==> config.mk <==
export PLATFORM = sky130hd
export DESIGN_NAME = barometer_compensation
export DESIGN_NICKNAME = d
export VERILOG_FILES = /design/src/design/bc_pkg.sv /design/src/design/bc_front.sv /design/src/design/bc_div.sv /design/src/design/bc_back.sv /design/src/design/barometer_compensation.sv
export SDC_FILE = /design/constraint.sdc
export NUM_CORES = 2
export LEC_CHECK = 0
export ABC_AREA = 1
export BUFFER_PORTS_ARGS = -buffer_cell sky130_fd_sc_hd__buf_2
export CAP_MARGIN = 10
export CORE_MARGIN = 3
export CORE_UTILIZATION = 59
export DETAILED_ROUTE_END_ITERATION = 12
export HOLD_SLACK_MARGIN = 0.05
export PLACE_DENSITY = 0.83
export RECOVER_POWER = 100
export SYNTH_ARGS = -nofsm -noshare
export SYNTH_HDL_FRONTEND = slang
export SYNTH_SLANG_ARGS = --single-unit
export TNS_END_PERCENT = 30
==> constraint.sdc <==
create_clock -name clk -period 9.5 [get_ports clk]
set_input_delay 1.425 -clock clk [delete_from_list [all_inputs] [get_ports clk]]
set_output_delay 1.425 -clock clk [all_outputs]
set_load 0.03 [all_outputs]
==> src/design/bc_pkg.sv <==
// ----------------------------------------------------------------------------
// bc_pkg
// shared types and register codes of the barometer compensation block
// ----------------------------------------------------------------------------
package bc_pkg;

	typedef struct packed {
		logic        opcode;
		logic [15:0] raw_temp;
		logic [15:0] raw_pressure;
	} bc_cmd_t;

	typedef struct packed {
		logic signed [15:0] temperature;
		logic        [15:0] pressure;
		logic               has_pressure;
		logic               divide_fault;
	} bc_res_t;

	typedef struct packed {
		logic [31:0] ac1_ac2;
		logic [31:0] ac3_ac4;
		logic [31:0] ac5_ac6;
		logic [31:0] b1_b2;
		logic [31:0] mc_md;
		logic [7:0]  offset;
	} bc_coef_t;

	typedef struct packed {
		logic        valid;
		bc_cmd_t     item;
	} bc_queue_t;

	typedef enum logic [2:0] {
		REG_AC1_AC2  = 3'd0,
		REG_AC3_AC4  = 3'd1,
		REG_AC5_AC6  = 3'd2,
		REG_B1_B2    = 3'd3,
		REG_MC_MD    = 3'd4,
		REG_P_OFFSET = 3'd5
	} bc_reg_t;

	localparam int AddrWidth = 5;

endpackage

==> src/design/bc_front.sv <==
// ----------------------------------------------------------------------------
// bc_front
// accepts commands and holds them in a two-entry queue for the back end
// ----------------------------------------------------------------------------
module bc_front (
	input  logic              clk,
	input  logic              arst_n,
	input  logic              start,
	input  bc_pkg::bc_cmd_t   cmd,
	output logic              busy,
	output bc_pkg::bc_queue_t head,
	input  logic              pop
);

	bc_pkg::bc_cmd_t mem_q [2];
	logic            wr_q;
	logic            rd_q;
	logic [1:0]      cnt_q;
	logic            push;

	assign busy      = (cnt_q == 2'd2);
	assign push      = start && !busy;
	assign head.valid = (cnt_q != 2'd0);
	assign head.item  = mem_q[rd_q];

	always_ff @(posedge clk) begin
		if (push) begin
			mem_q[wr_q] <= cmd;
		end
	end

	always_ff @(posedge clk or negedge arst_n) begin
		if (!arst_n) begin
			wr_q  <= 1'b0;
			rd_q  <= 1'b0;
			cnt_q <= 2'd0;
		end else begin
			if (push) begin
				wr_q <= ~wr_q;
			end
			if (pop) begin
				rd_q <= ~rd_q;
			end
			cnt_q <= cnt_q + {1'b0, push} - {1'b0, pop};
		end
	end

endmodule

==> src/design/bc_div.sv <==
// ----------------------------------------------------------------------------
// bc_div
// unsigned 32 by 32 restoring divider, one quotient bit per cycle
// ----------------------------------------------------------------------------
module bc_div (
	input  logic        clk,
	input  logic        arst_n,
	input  logic        start,
	input  logic [31:0] num,
	input  logic [31:0] den,
	output logic        done,
	output logic [31:0] quo
);

	logic [31:0] rem_q;
	logic [31:0] quo_q;
	logic [31:0] den_q;
	logic [4:0]  cnt_q;
	logic        run_q;
	logic        done_q;
	logic [32:0] sh;
	logic [32:0] diff;
	logic        ge;

	assign sh   = {rem_q, quo_q[31]};
	assign diff = sh - {1'b0, den_q};
	assign ge   = (sh >= {1'b0, den_q});
	assign done = done_q;
	assign quo  = quo_q;

	always_ff @(posedge clk) begin
		if (start) begin
			rem_q <= '0;
			quo_q <= num;
			den_q <= den;
		end else if (run_q) begin
			rem_q <= ge ? diff[31:0] : sh[31:0];
			quo_q <= {quo_q[30:0], ge};
		end
	end

	always_ff @(posedge clk or negedge arst_n) begin
		if (!arst_n) begin
			run_q  <= 1'b0;
			cnt_q  <= '0;
			done_q <= 1'b0;
		end else begin
			done_q <= run_q && (cnt_q == 5'd31);
			if (start) begin
				run_q <= 1'b1;
				cnt_q <= '0;
			end else if (run_q) begin
				cnt_q <= cnt_q + 5'd1;
				if (cnt_q == 5'd31) begin
					run_q <= 1'b0;
				end
			end
		end
	end

endmodule

==> src/design/bc_back.sv <==
// ----------------------------------------------------------------------------
// bc_back
// compensation sequencer with one shared multiplier and a shared divider
// ----------------------------------------------------------------------------
module bc_back (
	input  logic              clk,
	input  logic              arst_n,
	input  bc_pkg::bc_coef_t  coef,
	input  bc_pkg::bc_queue_t head,
	output logic              pop,
	output logic              done,
	output bc_pkg::bc_res_t   result
);

	typedef enum logic [22:0] {
		ST_IDLE = 23'd1 << 0,
		ST_T0   = 23'd1 << 1,
		ST_T1   = 23'd1 << 2,
		ST_TDIV = 23'd1 << 3,
		ST_TB   = 23'd1 << 4,
		ST_P1   = 23'd1 << 5,
		ST_P2   = 23'd1 << 6,
		ST_P3   = 23'd1 << 7,
		ST_P4   = 23'd1 << 8,
		ST_P5   = 23'd1 << 9,
		ST_P6   = 23'd1 << 10,
		ST_P7   = 23'd1 << 11,
		ST_P8   = 23'd1 << 12,
		ST_P9   = 23'd1 << 13,
		ST_P10  = 23'd1 << 14,
		ST_PDIV = 23'd1 << 15,
		ST_P11  = 23'd1 << 16,
		ST_P12  = 23'd1 << 17,
		ST_P13  = 23'd1 << 18,
		ST_P14  = 23'd1 << 19,
		ST_P15  = 23'd1 << 20,
		ST_P16  = 23'd1 << 21,
		ST_P17  = 23'd1 << 22
	} state_t;

	localparam logic [31:0] Recip10 = 32'hCCCCCCCD;

	function automatic logic [31:0] asr(input logic [31:0] v, input logic [4:0] s);
		return 32'($signed(v) >>> s);
	endfunction

	function automatic logic [31:0] sx(input logic [15:0] v);
		return {{16{v[15]}}, v};
	endfunction

	function automatic logic [31:0] mag(input logic [31:0] v);
		return v[31] ? (32'd0 - v) : v;
	endfunction

	state_t          st_q;
	bc_pkg::bc_cmd_t item_q;
	bc_pkg::bc_res_t res_q;
	logic            valid_q;
	logic [31:0]     x1_q, b5_q, b6_q, sq_q, t1_q, t2_q, b3_q, b4_q, b7_q, p_q, mag_q;
	logic [28:0]     q10_q;
	logic [15:0]     temp_q;
	logic            sign_q;

	logic [31:0] ac1, ac2, ac3, ac4, ac5, ac6, b1, b2, mc, md;
	logic [31:0] mul_a, mul_b, lo, den, sum, n4, n5, q10;
	logic [63:0] prod;
	logic [15:0] off10;
	logic        div_start, div_done;
	logic [31:0] div_num, div_den, div_quo;

	assign ac1 = sx(coef.ac1_ac2[31:16]);
	assign ac2 = sx(coef.ac1_ac2[15:0]);
	assign ac3 = sx(coef.ac3_ac4[31:16]);
	assign ac4 = {16'd0, coef.ac3_ac4[15:0]};
	assign ac5 = {16'd0, coef.ac5_ac6[31:16]};
	assign ac6 = {16'd0, coef.ac5_ac6[15:0]};
	assign b1  = sx(coef.b1_b2[31:16]);
	assign b2  = sx(coef.b1_b2[15:0]);
	assign mc  = sx(coef.mc_md[31:16]);
	assign md  = sx(coef.mc_md[15:0]);

	assign den   = x1_q + md;
	assign n4    = (ac1 << 2) + t1_q + t2_q + 32'd2;
	assign n5    = p_q + 32'd5;
	assign q10   = {3'd0, q10_q};
	assign off10 = 16'({{8{coef.offset[7]}}, coef.offset} * 16'd10);
	assign prod  = {32'd0, mul_a} * {32'd0, mul_b};
	assign lo    = prod[31:0];
	assign pop   = (st_q == ST_IDLE) && head.valid;
	assign done  = valid_q;
	assign result = res_q;

	always_comb begin
		mul_a     = '0;
		mul_b     = '0;
		div_start = 1'b0;
		div_num   = mag(mc << 11);
		div_den   = mag(den);
		sum       = '0;
		unique case (st_q)
			ST_T0: begin
				mul_a = {16'd0, item_q.raw_temp} - ac6;
				mul_b = ac5;
			end
			ST_T1: begin
				div_start = (den != 32'd0);
			end
			ST_P1: begin
				mul_a = b6_q;
				mul_b = b6_q;
			end
			ST_P2: begin
				mul_a = b2;
				mul_b = sq_q;
			end
			ST_P3: begin
				mul_a = ac2;
				mul_b = b6_q;
			end
			ST_P5: begin
				mul_a = ac3;
				mul_b = b6_q;
			end
			ST_P6: begin
				mul_a = b1;
				mul_b = sq_q;
			end
			ST_P8: begin
				mul_a = ac4;
				mul_b = t1_q + 32'd32768;
			end
			ST_P9: begin
				mul_a = {16'd0, item_q.raw_pressure} - b3_q;
				mul_b = 32'd50000;
			end
			ST_P10: begin
				div_start = 1'b1;
				div_num   = b7_q[31] ? b7_q : (b7_q << 1);
				div_den   = b4_q;
			end
			ST_P11: begin
				mul_a = asr(p_q, 5'd8);
				mul_b = asr(p_q, 5'd8);
			end
			ST_P12: begin
				mul_a = t1_q;
				mul_b = 32'd3038;
			end
			ST_P13: begin
				mul_a = 32'd0 - 32'd7357;
				mul_b = p_q;
			end
			ST_P14: begin
				sum = t1_q + t2_q + 32'd3791;
			end
			ST_P16: begin
				mul_a = mag_q;
				mul_b = Recip10;
			end
			default: begin
			end
		endcase
	end

	bc_div u_div (
		.clk    (clk),
		.arst_n (arst_n),
		.start  (div_start),
		.num    (div_num),
		.den    (div_den),
		.done   (div_done),
		.quo    (div_quo)
	);

	always_ff @(posedge clk) begin
		unique case (st_q)
			ST_IDLE: if (head.valid) begin
				item_q <= head.item;
			end
			ST_T0:   x1_q <= asr(lo, 5'd15);
			ST_T1:   sign_q <= mc[31] ^ den[31];
			ST_TDIV: if (div_done) begin
				b5_q <= x1_q + (sign_q ? (32'd0 - div_quo) : div_quo);
			end
			ST_TB: begin
				temp_q <= 16'(asr(b5_q + 32'd8, 5'd4));
				b6_q   <= b5_q - 32'd4000;
			end
			ST_P1:   sq_q <= asr(lo, 5'd12);
			ST_P2:   t1_q <= asr(lo, 5'd11);
			ST_P3:   t2_q <= asr(lo, 5'd11);
			ST_P4:   b3_q <= asr(n4 + (n4[31] ? 32'd3 : 32'd0), 5'd2);
			ST_P5:   t1_q <= asr(lo, 5'd13);
			ST_P6:   t2_q <= asr(lo, 5'd16);
			ST_P7:   t1_q <= asr(t1_q + t2_q + 32'd2, 5'd2);
			ST_P8:   b4_q <= lo >> 15;
			ST_P9:   b7_q <= lo;
			ST_P10:  sign_q <= b7_q[31];
			ST_PDIV: if (div_done) begin
				p_q <= sign_q ? (div_quo << 1) : div_quo;
			end
			ST_P11:  t1_q <= lo;
			ST_P12:  t1_q <= asr(lo, 5'd16);
			ST_P13:  t2_q <= asr(lo, 5'd16);
			ST_P14:  p_q <= p_q + asr(sum, 5'd4);
			ST_P15: begin
				sign_q <= n5[31];
				mag_q  <= mag(n5);
			end
			ST_P16:  q10_q <= prod[63:35];
			ST_P17: begin
			end
			default: begin
			end
		endcase
	end

	always_ff @(posedge clk) begin
		if (st_q == ST_T1 && den == 32'd0) begin
			res_q <= '{temperature: '0, pressure: '0, has_pressure: 1'b0, divide_fault: 1'b1};
		end else if (st_q == ST_TB && !item_q.opcode) begin
			res_q <= '{temperature: 16'(asr(b5_q + 32'd8, 5'd4)), pressure: '0,
				has_pressure: 1'b0, divide_fault: 1'b0};
		end else if (st_q == ST_P9 && b4_q == 32'd0) begin
			res_q <= '{temperature: '0, pressure: '0, has_pressure: 1'b0, divide_fault: 1'b1};
		end else if (st_q == ST_P17) begin
			res_q <= '{temperature: temp_q,
				pressure: 16'(sign_q ? (32'd0 - q10) : q10) + off10,
				has_pressure: 1'b1, divide_fault: 1'b0};
		end
	end

	always_ff @(posedge clk or negedge arst_n) begin
		if (!arst_n) begin
			st_q    <= ST_IDLE;
			valid_q <= 1'b0;
		end else begin
			valid_q <= 1'b0;
			unique case (st_q)
				ST_IDLE: if (head.valid) begin
					st_q <= ST_T0;
				end
				ST_T0: st_q <= ST_T1;
				ST_T1: begin
					if (den == 32'd0) begin
						valid_q <= 1'b1;
						st_q    <= ST_IDLE;
					end else begin
						st_q <= ST_TDIV;
					end
				end
				ST_TDIV: if (div_done) begin
					st_q <= ST_TB;
				end
				ST_TB: begin
					if (!item_q.opcode) begin
						valid_q <= 1'b1;
						st_q    <= ST_IDLE;
					end else begin
						st_q <= ST_P1;
					end
				end
				ST_P1: st_q <= ST_P2;
				ST_P2: st_q <= ST_P3;
				ST_P3: st_q <= ST_P4;
				ST_P4: st_q <= ST_P5;
				ST_P5: st_q <= ST_P6;
				ST_P6: st_q <= ST_P7;
				ST_P7: st_q <= ST_P8;
				ST_P8: st_q <= ST_P9;
				ST_P9: begin
					if (b4_q == 32'd0) begin
						valid_q <= 1'b1;
						st_q    <= ST_IDLE;
					end else begin
						st_q <= ST_P10;
					end
				end
				ST_P10: st_q <= ST_PDIV;
				ST_PDIV: if (div_done) begin
					st_q <= ST_P11;
				end
				ST_P11: st_q <= ST_P12;
				ST_P12: st_q <= ST_P13;
				ST_P13: st_q <= ST_P14;
				ST_P14: st_q <= ST_P15;
				ST_P15: st_q <= ST_P16;
				ST_P16: st_q <= ST_P17;
				ST_P17: begin
					valid_q <= 1'b1;
					st_q    <= ST_IDLE;
				end
				default: st_q <= ST_IDLE;
			endcase
		end
	end

endmodule

==> src/design/barometer_compensation.sv <==
// ----------------------------------------------------------------------------
// barometer_compensation
// integer temperature and pressure compensation of a barometric sensor
// ----------------------------------------------------------------------------
// channel   signals                               transaction when
// command   start, busy, cmd                      start && !busy
// result    done, result                          done (one cycle, no stall)
// config    psel, penable, pwrite, paddr, pwdata  psel && penable && pwrite
//
// a temperature-only command waits on the divider at most once, a pressure
// command at most twice; these divider waits and the shared multiplier set how
// long the sequencer is held. a two-entry command queue takes new commands while
// one is in work; busy rises only when the queue is full. reset clears queue,
// sequencer and calibration registers.
// ----------------------------------------------------------------------------
module barometer_compensation (
	input  logic                           clk,
	input  logic                           arst_n,
	input  logic                           start,
	input  bc_pkg::bc_cmd_t                cmd,
	output logic                           busy,
	output logic                           done,
	output bc_pkg::bc_res_t                result,
	input  logic                           psel,
	input  logic                           penable,
	input  logic                           pwrite,
	input  logic [bc_pkg::AddrWidth-1:0]   paddr,
	input  logic [31:0]                    pwdata,
	output logic [31:0]                    prdata,
	output logic                           pready
);

	bc_pkg::bc_coef_t  coef_q;
	bc_pkg::bc_queue_t head;
	logic              pop;
	logic              wr_en;
	bc_pkg::bc_reg_t   idx;

	assign pready = 1'b1;
	assign wr_en  = psel && penable && pwrite && pready;
	assign idx    = bc_pkg::bc_reg_t'(paddr[4:2]);

	always_ff @(posedge clk or negedge arst_n) begin
		if (!arst_n) begin
			coef_q <= '0;
		end else if (wr_en) begin
			unique case (idx)
				bc_pkg::REG_AC1_AC2:  coef_q.ac1_ac2 <= pwdata;
				bc_pkg::REG_AC3_AC4:  coef_q.ac3_ac4 <= pwdata;
				bc_pkg::REG_AC5_AC6:  coef_q.ac5_ac6 <= pwdata;
				bc_pkg::REG_B1_B2:    coef_q.b1_b2   <= pwdata;
				bc_pkg::REG_MC_MD:    coef_q.mc_md   <= pwdata;
				bc_pkg::REG_P_OFFSET: coef_q.offset  <= pwdata[7:0];
				default: begin
				end
			endcase
		end
	end

	always_comb begin
		unique case (idx)
			bc_pkg::REG_AC1_AC2:  prdata = coef_q.ac1_ac2;
			bc_pkg::REG_AC3_AC4:  prdata = coef_q.ac3_ac4;
			bc_pkg::REG_AC5_AC6:  prdata = coef_q.ac5_ac6;
			bc_pkg::REG_B1_B2:    prdata = coef_q.b1_b2;
			bc_pkg::REG_MC_MD:    prdata = coef_q.mc_md;
			bc_pkg::REG_P_OFFSET: prdata = {24'd0, coef_q.offset};
			default:              prdata = '0;
		endcase
	end

	bc_front u_front (
		.clk    (clk),
		.arst_n (arst_n),
		.start  (start),
		.cmd    (cmd),
		.busy   (busy),
		.head   (head),
		.pop    (pop)
	);

	bc_back u_back (
		.clk    (clk),
		.arst_n (arst_n),
		.coef   (coef_q),
		.head   (head),
		.pop    (pop),
		.done   (done),
		.result (result)
	);

endmodule

Word level (Yosys, flattened, before mapping)
Memories as Yosys holds them, arrays and structs flattened. A register that Yosys moved wholly into a read port is not among the register bits.
Index checks and enable logic that the tools add are counted.
{"block": "word_totals", "word_cells": 185, "input_bits": 76, "n_memories": 1, "register_bits": 674, "ram_bits": 66}
{"block": "op_classes", "addsub": 26, "bitwise_logic": 4, "mux": 44, "eq_ne": 33, "n_reduce_logical": 36, "magnitude_cmp": 1, "multipliers": 2}
{"memory": "u_front.mem_q", "words": 2, "word_bits": 33, "rd": 1, "rd_clocked_by_memory_dff": 1, "wr": 1, "line": "bc_front.sv:15", "text": "bc_pkg::bc_cmd_t mem_q [2];"}
{"cell": "case mux 23 bit (22 select lines)", "count": 1}
{"cell": "case mux 32 bit (12 select lines)", "count": 1}
{"cell": "2-to-1 mux 32 bit", "count": 10}
{"cell": "case mux 32 bit (9 select lines)", "count": 1}
{"cell": "case mux 32 bit (6 select lines)", "count": 1}
{"cell": "adder 32 bit", "count": 5}
{"cell": "case mux 32 bit (5 select lines)", "count": 1}
{"cell": "case mux 32 bit (2 select lines)", "count": 2}
{"cell": "2-to-1 mux 34 bit", "count": 3}
{"cell": "subtractor 1 x 32 -> 32 bit, first input constant", "count": 3}
{"cell": "2-to-1 mux 23 bit", "count": 3}
{"cell": "adder 32 x 2 -> 32 bit, second input constant", "count": 2}
{"cell": "zero test 32 bit", "count": 2}
{"cell": "2-to-1 mux 31 bit", "count": 2}
{"cell": "multiplier 32 x 32 -> 51 bit", "count": 1}
{"cell": ">= comparator 33 x 32 -> 1 bit", "count": 1}
{"cell": "adder 32 x 12 -> 32 bit, second input constant", "count": 1}
{"cell": "adder 32 x 16 -> 32 bit, second input constant", "count": 1}
{"cell": "adder 32 x 2 -> 32 bit", "count": 1}
{"cell": "adder 32 x 3 -> 32 bit, second input constant", "count": 1}
{"cell": "nonzero test 32 bit", "count": 1}
{"cell": "subtractor 32 x 12 -> 32 bit, second input constant", "count": 1}
{"cell": "subtractor 32 bit", "count": 1}
{"cell": "subtractor 17 x 30 -> 31 bit", "count": 1}
{"cell": "63 further kinds", "count": 99}

Depth between registers and ports, before layout
{"block": "logic_depth", "word_depth": 6, "ltp_mapped": 53, "mapped_depth_nobuf": 52}

By module
Synthesis repeated with hierarchy kept, for this count alone.
{"block": "hier_totals", "hier_cells": 10622, "area_unflattened_um2": 83113.5}
{"mod": "bc_back", "n_inst": 1, "cells_per_inst": 8385, "seq_area_each_um2": 12182.9, "area_per_inst_um2": 65535.4}
{"mod": "barometer_compensation", "n_inst": 1, "cells_per_inst": 1049, "seq_area_each_um2": 4204.0, "area_per_inst_um2": 8089.0}
{"mod": "bc_div", "n_inst": 1, "cells_per_inst": 988, "seq_area_each_um2": 2737.6, "area_per_inst_um2": 6821.5}
{"mod": "bc_front", "n_inst": 1, "cells_per_inst": 200, "seq_area_each_um2": 2082.0, "area_per_inst_um2": 2667.6}

Worst setup path after synthesis
No wires, ideal clock.
{"block": "synth_path", "path_type": "register to register", "from": "register u_back.st_q[18]", "to": "register u_back.t1_q[18] (data pin)", "synth_period_minus_slack_ns": 9.074, "arrival_time_ns": 8.913, "setup_slack_ns": 0.426, "stages_incl_launch_ff": 37, "setup_time_ns": 0.161, "n_path_buf": 4, "cell_sequence": "dfrtp_1 -> nor2_4 -> nand2_4 -> nor2_8 -> nand2_2 -> inv_2 -> nand3_4 -> inv_2 -> buf_2 -> buf_2 -> buf_2 -> nand3_1 -> nand4_1 -> clkbuf_1 -> nand2_1 -> inv_1 -> fa_1 -> inv_1 -> fa_1 -> fa_1 -> fa_1 -> inv_1 -> fa_1 -> inv_1 -> fa_1 -> inv_1 -> fa_1 -> fa_1 -> ha_1 -> nand2_1 -> nor4_1 -> nand4_1 -> nand3_1 -> a21oi_1 -> xnor2_1 -> o21ai_0 -> a41oi_1"}
{"block": "synth_between", "elab_chain_len": 5}
{"item": "start, declared", "line": "bc_back.sv:55", "text": "state_t st_q;"}
{"item": "start signal, assigned", "line": "bc_back.sv:235", "text": "st_q <= ST_IDLE;"}
{"item": "start signal, assigned", "line": "bc_back.sv:241", "text": "st_q <= ST_T0;"}
{"item": "start signal, assigned", "line": "bc_back.sv:243", "text": "ST_T0: st_q <= ST_T1;"}
{"item": "equality test 23 x 6 -> 1 bit (tied with other cells)", "line": "bc_back.sv:100", "text": "unique case (st_q)"}
{"item": "OR reduction 3 bit (no line) or OR reduction 2 bit (tied branches)"}
{"item": "case mux 32 bit (9 select lines)", "line": "bc_back.sv:100"}
{"item": "multiplier 32 x 32 -> 51 bit *", "line": "bc_back.sv:87", "text": "assign prod = {32'd0, mul_a} * {32'd0, mul_b};"}
{"item": "named net u_back.prod[31]", "line": "bc_back.sv:66", "text": "logic [63:0] prod;"}
{"item": "case mux 32 bit (5 select lines) *", "line": "bc_back.sv:176", "text": "unique case (st_q)"}
{"item": "end signal, assigned", "line": "bc_back.sv:190", "text": "ST_P2: t1_q <= asr(lo, 5'd11);"}
{"item": "end signal, assigned", "line": "bc_back.sv:193", "text": "ST_P5: t1_q <= asr(lo, 5'd13);"}
{"item": "end signal, assigned", "line": "bc_back.sv:195", "text": "ST_P7: t1_q <= asr(t1_q + t2_q + 32'd2, 5'd2);"}
{"item": "end, declared", "line": "bc_back.sv:59", "text": "logic [31:0] x1_q, b5_q, b6_q, sq_q, t1_q, t2_q, b3_q, b4_q, b7_q, p_q, mag_q;"}
Mark *: on every way through the listed nets, which the timed path passes. The rest lies on a longest branch.
A chain may end at the register's enable or synchronous reset.

Worst setup path after layout
{"block": "layout_path", "from": "register u_back.st_q[16]", "to": "register u_back.q10_q[12] (data pin)"}
{"block": "layout_between", "elab_chain_len": 4}
{"item": "equality test 23 x 6 -> 1 bit (tied with other cells)", "line": "bc_back.sv:100"}
{"item": "OR reduction 3 bit (no line) or OR reduction 2 bit (tied branches)"}
{"item": "case mux 32 bit (9 select lines)", "line": "bc_back.sv:100"}
{"item": "multiplier 32 x 32 -> 51 bit *", "line": "bc_back.sv:87"}
{"item": "named net u_back.prod[47]", "line": "bc_back.sv:66"}
{"item": "end signal, assigned", "line": "bc_back.sv:210", "text": "ST_P16: q10_q <= prod[63:35];"}
{"item": "end, declared", "line": "bc_back.sv:60", "text": "logic [28:0] q10_q;"}
Marks and branches as above.

==> impl_metrics.toml <==
[timing]
slew_viol_final = 1143
setup_violations = 38
relSlewSlack_pct = -224
max_freq_mhz = 103
period_share_pct = 102
fin_hold_ws_ns = 0.415
worst_slew_pin_slew_ns = 4.86
finalHoldViolCount = 0
skew_ns = 0.0451
rsz0062_at_grt = "yes"
finalCriticalPeriod_ns = 9.74
setup_slack_ns = -0.236

[die]
dieHeight_um = 376
coreArea_mm2 = 0.136
die_w_um = 376
rows = 135
start_util_pct = 59.4
die-area_mm2 = 0.141
io_pins = 145

[setup_path]
cp-startpoint = "u_back.st_q[16]"
reg2regPathDepth = 34
worstReg2RegStart = "u_back.st_q[16]"
end_kind = "flop"
critPathSlowestCell = "clkbuf_1"
cp-start-kind = "flop"
path_class = "reg -> reg"
r2r_slack_ns = -0.24
cpPeakStageDelay_ns = 0.88
r2r-end = "u_back.q10_q[12]"
critPathArrivalTime_ns = 10.15
critPathMaxFanout = 19
crit_end = "u_back.q10_q[12]"
crit_required_ns = 9.91

[power_and_ir_drop]
p_comb_share_pct = 48.3
internal_power_mw = 8.77
switching_power_mw = 6.74
power_mw = 15.5
switching_share_pct = 43.5
p_clk_share_pct = 20.2
ir_worst_vdd_uv = 212
p_per_area_mw_per_mm2 = 169
power_frac_seq_pct = 31.5
p_leak_nw = 45.1

[final_layout]
fin_util_pct = 67.7
multi_input_area_mm2 = 0.0518
layout-drive-gt1-share_pct = 11.9
final_nets = 11900
syn2layout_area_growth_pct = 13.8
final.fill_count = 11000
register_area_mm2 = 0.0212

[drt]
vias = 73900
drt-total-wl_mm = 305
drt-wirelength-per-cell_um = 24.6
via_per_inst = 5.96
drc = 0
ant_nets = 0
drt_iter0_markers = 9241
firstDrtPassIters = 7

[grt]
grt_start_max_net_pins = 86
grt_pass1_vias = 72900
grt_usage_pct = 42.7
grt_antenna_before_repair = 24
overflow = 0
grt_pass1_wl_mm = 449

[run]
max-cap-violations = 26

[clocking]
numCtsBuffers = 78
clock_latency_ns = 0.70
path_clk_slew_ns = 0.07
htreeDepth = 3
hold_buffers = 0
cts_root_buf = "clkbuf_16"
cts_tree = "built"
clockBufferDepth = 3
clock_sinks = 762

[synthesis]
ys_seq_area_share_pct = 26.3
synth.largest_area_cell = "fa_1"
synth_top_area_share_pct = 21.4
yosys-top-cells-area = "fa_1, edfxtp_1, nand2_1"
ys_warn_count = 0
synthFlopType = "edfxtp_1"
synthesis.area_mm2 = 0.0806
synth_common_cells = "nand2_1, inv_1, fa_1"
syn_avg_cell_area_um2 = 8.12
syn_inst = 9923
synth-edff-count = 493
post-synth-top-count-cell = "nand2_1"
synth_cell_types = 92
async_reset_ff_share_pct = 26.6
synth-seq-cells = 762

[place]
port_buffers = 141
gp_congestion = 1.07
dp_hpwl_mm = 249

[status]
status = "complete, but fails checks"
violations = "capacitance limit, slew limit, setup timing"

[min_path]
hold_class = "reg -> reg"
==> sequential cells by signal, indices dropped and copies added (netlist names), 20 cells and up <==
| signal | flops |
|---|---|
| u_back.b6_q | 32 |
| u_front.mem_q | 66 |
| u_back.mag_q | 32 |
| u_back.sq_q | 20 |
| u_back.item_q | 33 |
| u_back.u_div.quo | 32 |
| u_back.t2_q | 21 |
| u_back.result | 34 |
| u_back.u_div.rem_q | 32 |
| u_back.p_q | 32 |
| u_back.b5_q | 32 |
| u_back.b3_q | 30 |
| u_back.u_div.den_q | 32 |
| u_back.st_q | 23 |
| coef_q | 168 |
| u_back.b7_q | 32 |
| u_back.t1_q | 32 |
==> cell type report <==
type	instances	area share, %
Sequential cell	762	23.1
Clock buffer	104	2.30
Multi-Input combinational cell	6859	56.4
Timing Repair Buffer	859	7.12
Clock inverter	37	0.420
Antenna cell	10	0.0273
Tap cell	1781	2.43
Inverter	1994	8.19
==> power by group through the flow <==
stage                     clock, mW  sequential [mW]  combinational [mW]
after floorplan                   0             4.70                4.52
after global placement            0             4.87                6.89
after detailed placement          0             4.89                7.12
after CTS                      3.13             4.83                7.22
after global routing           3.26             4.91                8.13
final                          3.13             4.88                7.50
==> repair_timing <==
item | CTS | global route
setup buffers | 7 | 26
pin swaps | 9 | 117
endpoints found under the hold margin | 0 | 0
setup endpoints to repair | 66 | 120
gates resized for setup | 47 | 278
cloned | 0 | 2
==> through the flow <==
step | setup slack, ns | cell area (um2) | cells | TNS (ns)
5_1_grt | -0.463 | 91700 | 12400 | -18.75
3_3_place_gp | -0.203 | 88100 | 12200 | -4.04
2_1_floorplan | 0.426 | 80700 | 9936 | 0
3_5_place_dp | -0.373 | 88100 | 12200 | -8.70
6_report | -0.236 | 91800 | 12400 | -3.19
4_1_cts | -0.0215 | 90900 | 12400 | -0.0608
==> cell families (layout without fill, tap and decap cells) <==
family                   count (synthesis)  after routing  share of synthesized area [%]
multiplexers                            28             28                          0.348
flip-flops                             762            762                           26.3
adder cells (fa/ha/maj)               1298           1298                           28.2
AND/OR/NAND/NOR                       3676           3676                           19.3
buffers and inverters                 2315           2994                           10.9
XOR/XNOR                               391            391                           4.30
AO/OA/AOI/OAI                         1451           1451                           10.7
other                                    2             25                        0.00931
==> layout by cell type, fill, tap and decap left out, types with 150 or more instances in the layout <==
master,Yosys,layout
a21oi_1,457,426
buf_4,7,595
clkbuf_1,249,150
dfrtp_1,202,201
edfxtp_1,493,493
fa_1,860,846
ha_1,438,414
inv_1,1936,1910
nand2_1,2162,2129
nand3_1,267,265
nor2_1,797,781
o21ai_0,521,514
xor2_1,271,268
==> worst max-delay path: cells and delay by family (launching register included) <==
family | cells | cell delay [ns]
AO/OA/AOI/OAI | 4 | 1.31
XOR/XNOR | 1 | 0.19
adder cells (fa/ha/maj) | 9 | 3.99
buffers and inverters | 12 | 2.31
flip-flops | 1 | 0.43
AND/OR/NAND/NOR | 8 | 1.23
==> worst min-delay path by stage <==
| stage | start | endpoint | slack, ns | cells past startpoint |
|---|---|---|---|---|
| after global routing | u_back.b5_q[0] | u_back.b6_q[0] | 0.44 | 0 |
| after floorplan | u_back.b5_q[0] | u_back.b6_q[0] | 0.40 | 0 |
| after global placement | u_back.b5_q[2] | u_back.b6_q[2] | 0.40 | 0 |
| after detailed placement | u_back.b5_q[2] | u_back.b6_q[2] | 0.42 | 0 |
| final | u_back.b5_q[1] | u_back.b6_q[1] | 0.41 | 0 |
| after CTS | u_back.b5_q[1] | u_back.b6_q[1] | 0.41 | 0 |
==> per-layer routing <==
| layer | up-vias | GRT usage, % | part of all wire [%] | routed length [um] |
|---|---|---|---|---|
| li1 | 32600 | - | - | - |
| met1 | 35500 | 56.2 | 37 | 113000 |
| met2 | 4708 | 62.1 | 42 | 128000 |
| met3 | 1052 | 14.6 | 14 | 42700 |
| met4 | 28 | 23.3 | 6.9 | 21000 |
| met5 | - | 0.858 | 0.11 | 325 |
No activity file was read; power rests on OpenSTA's default activity.
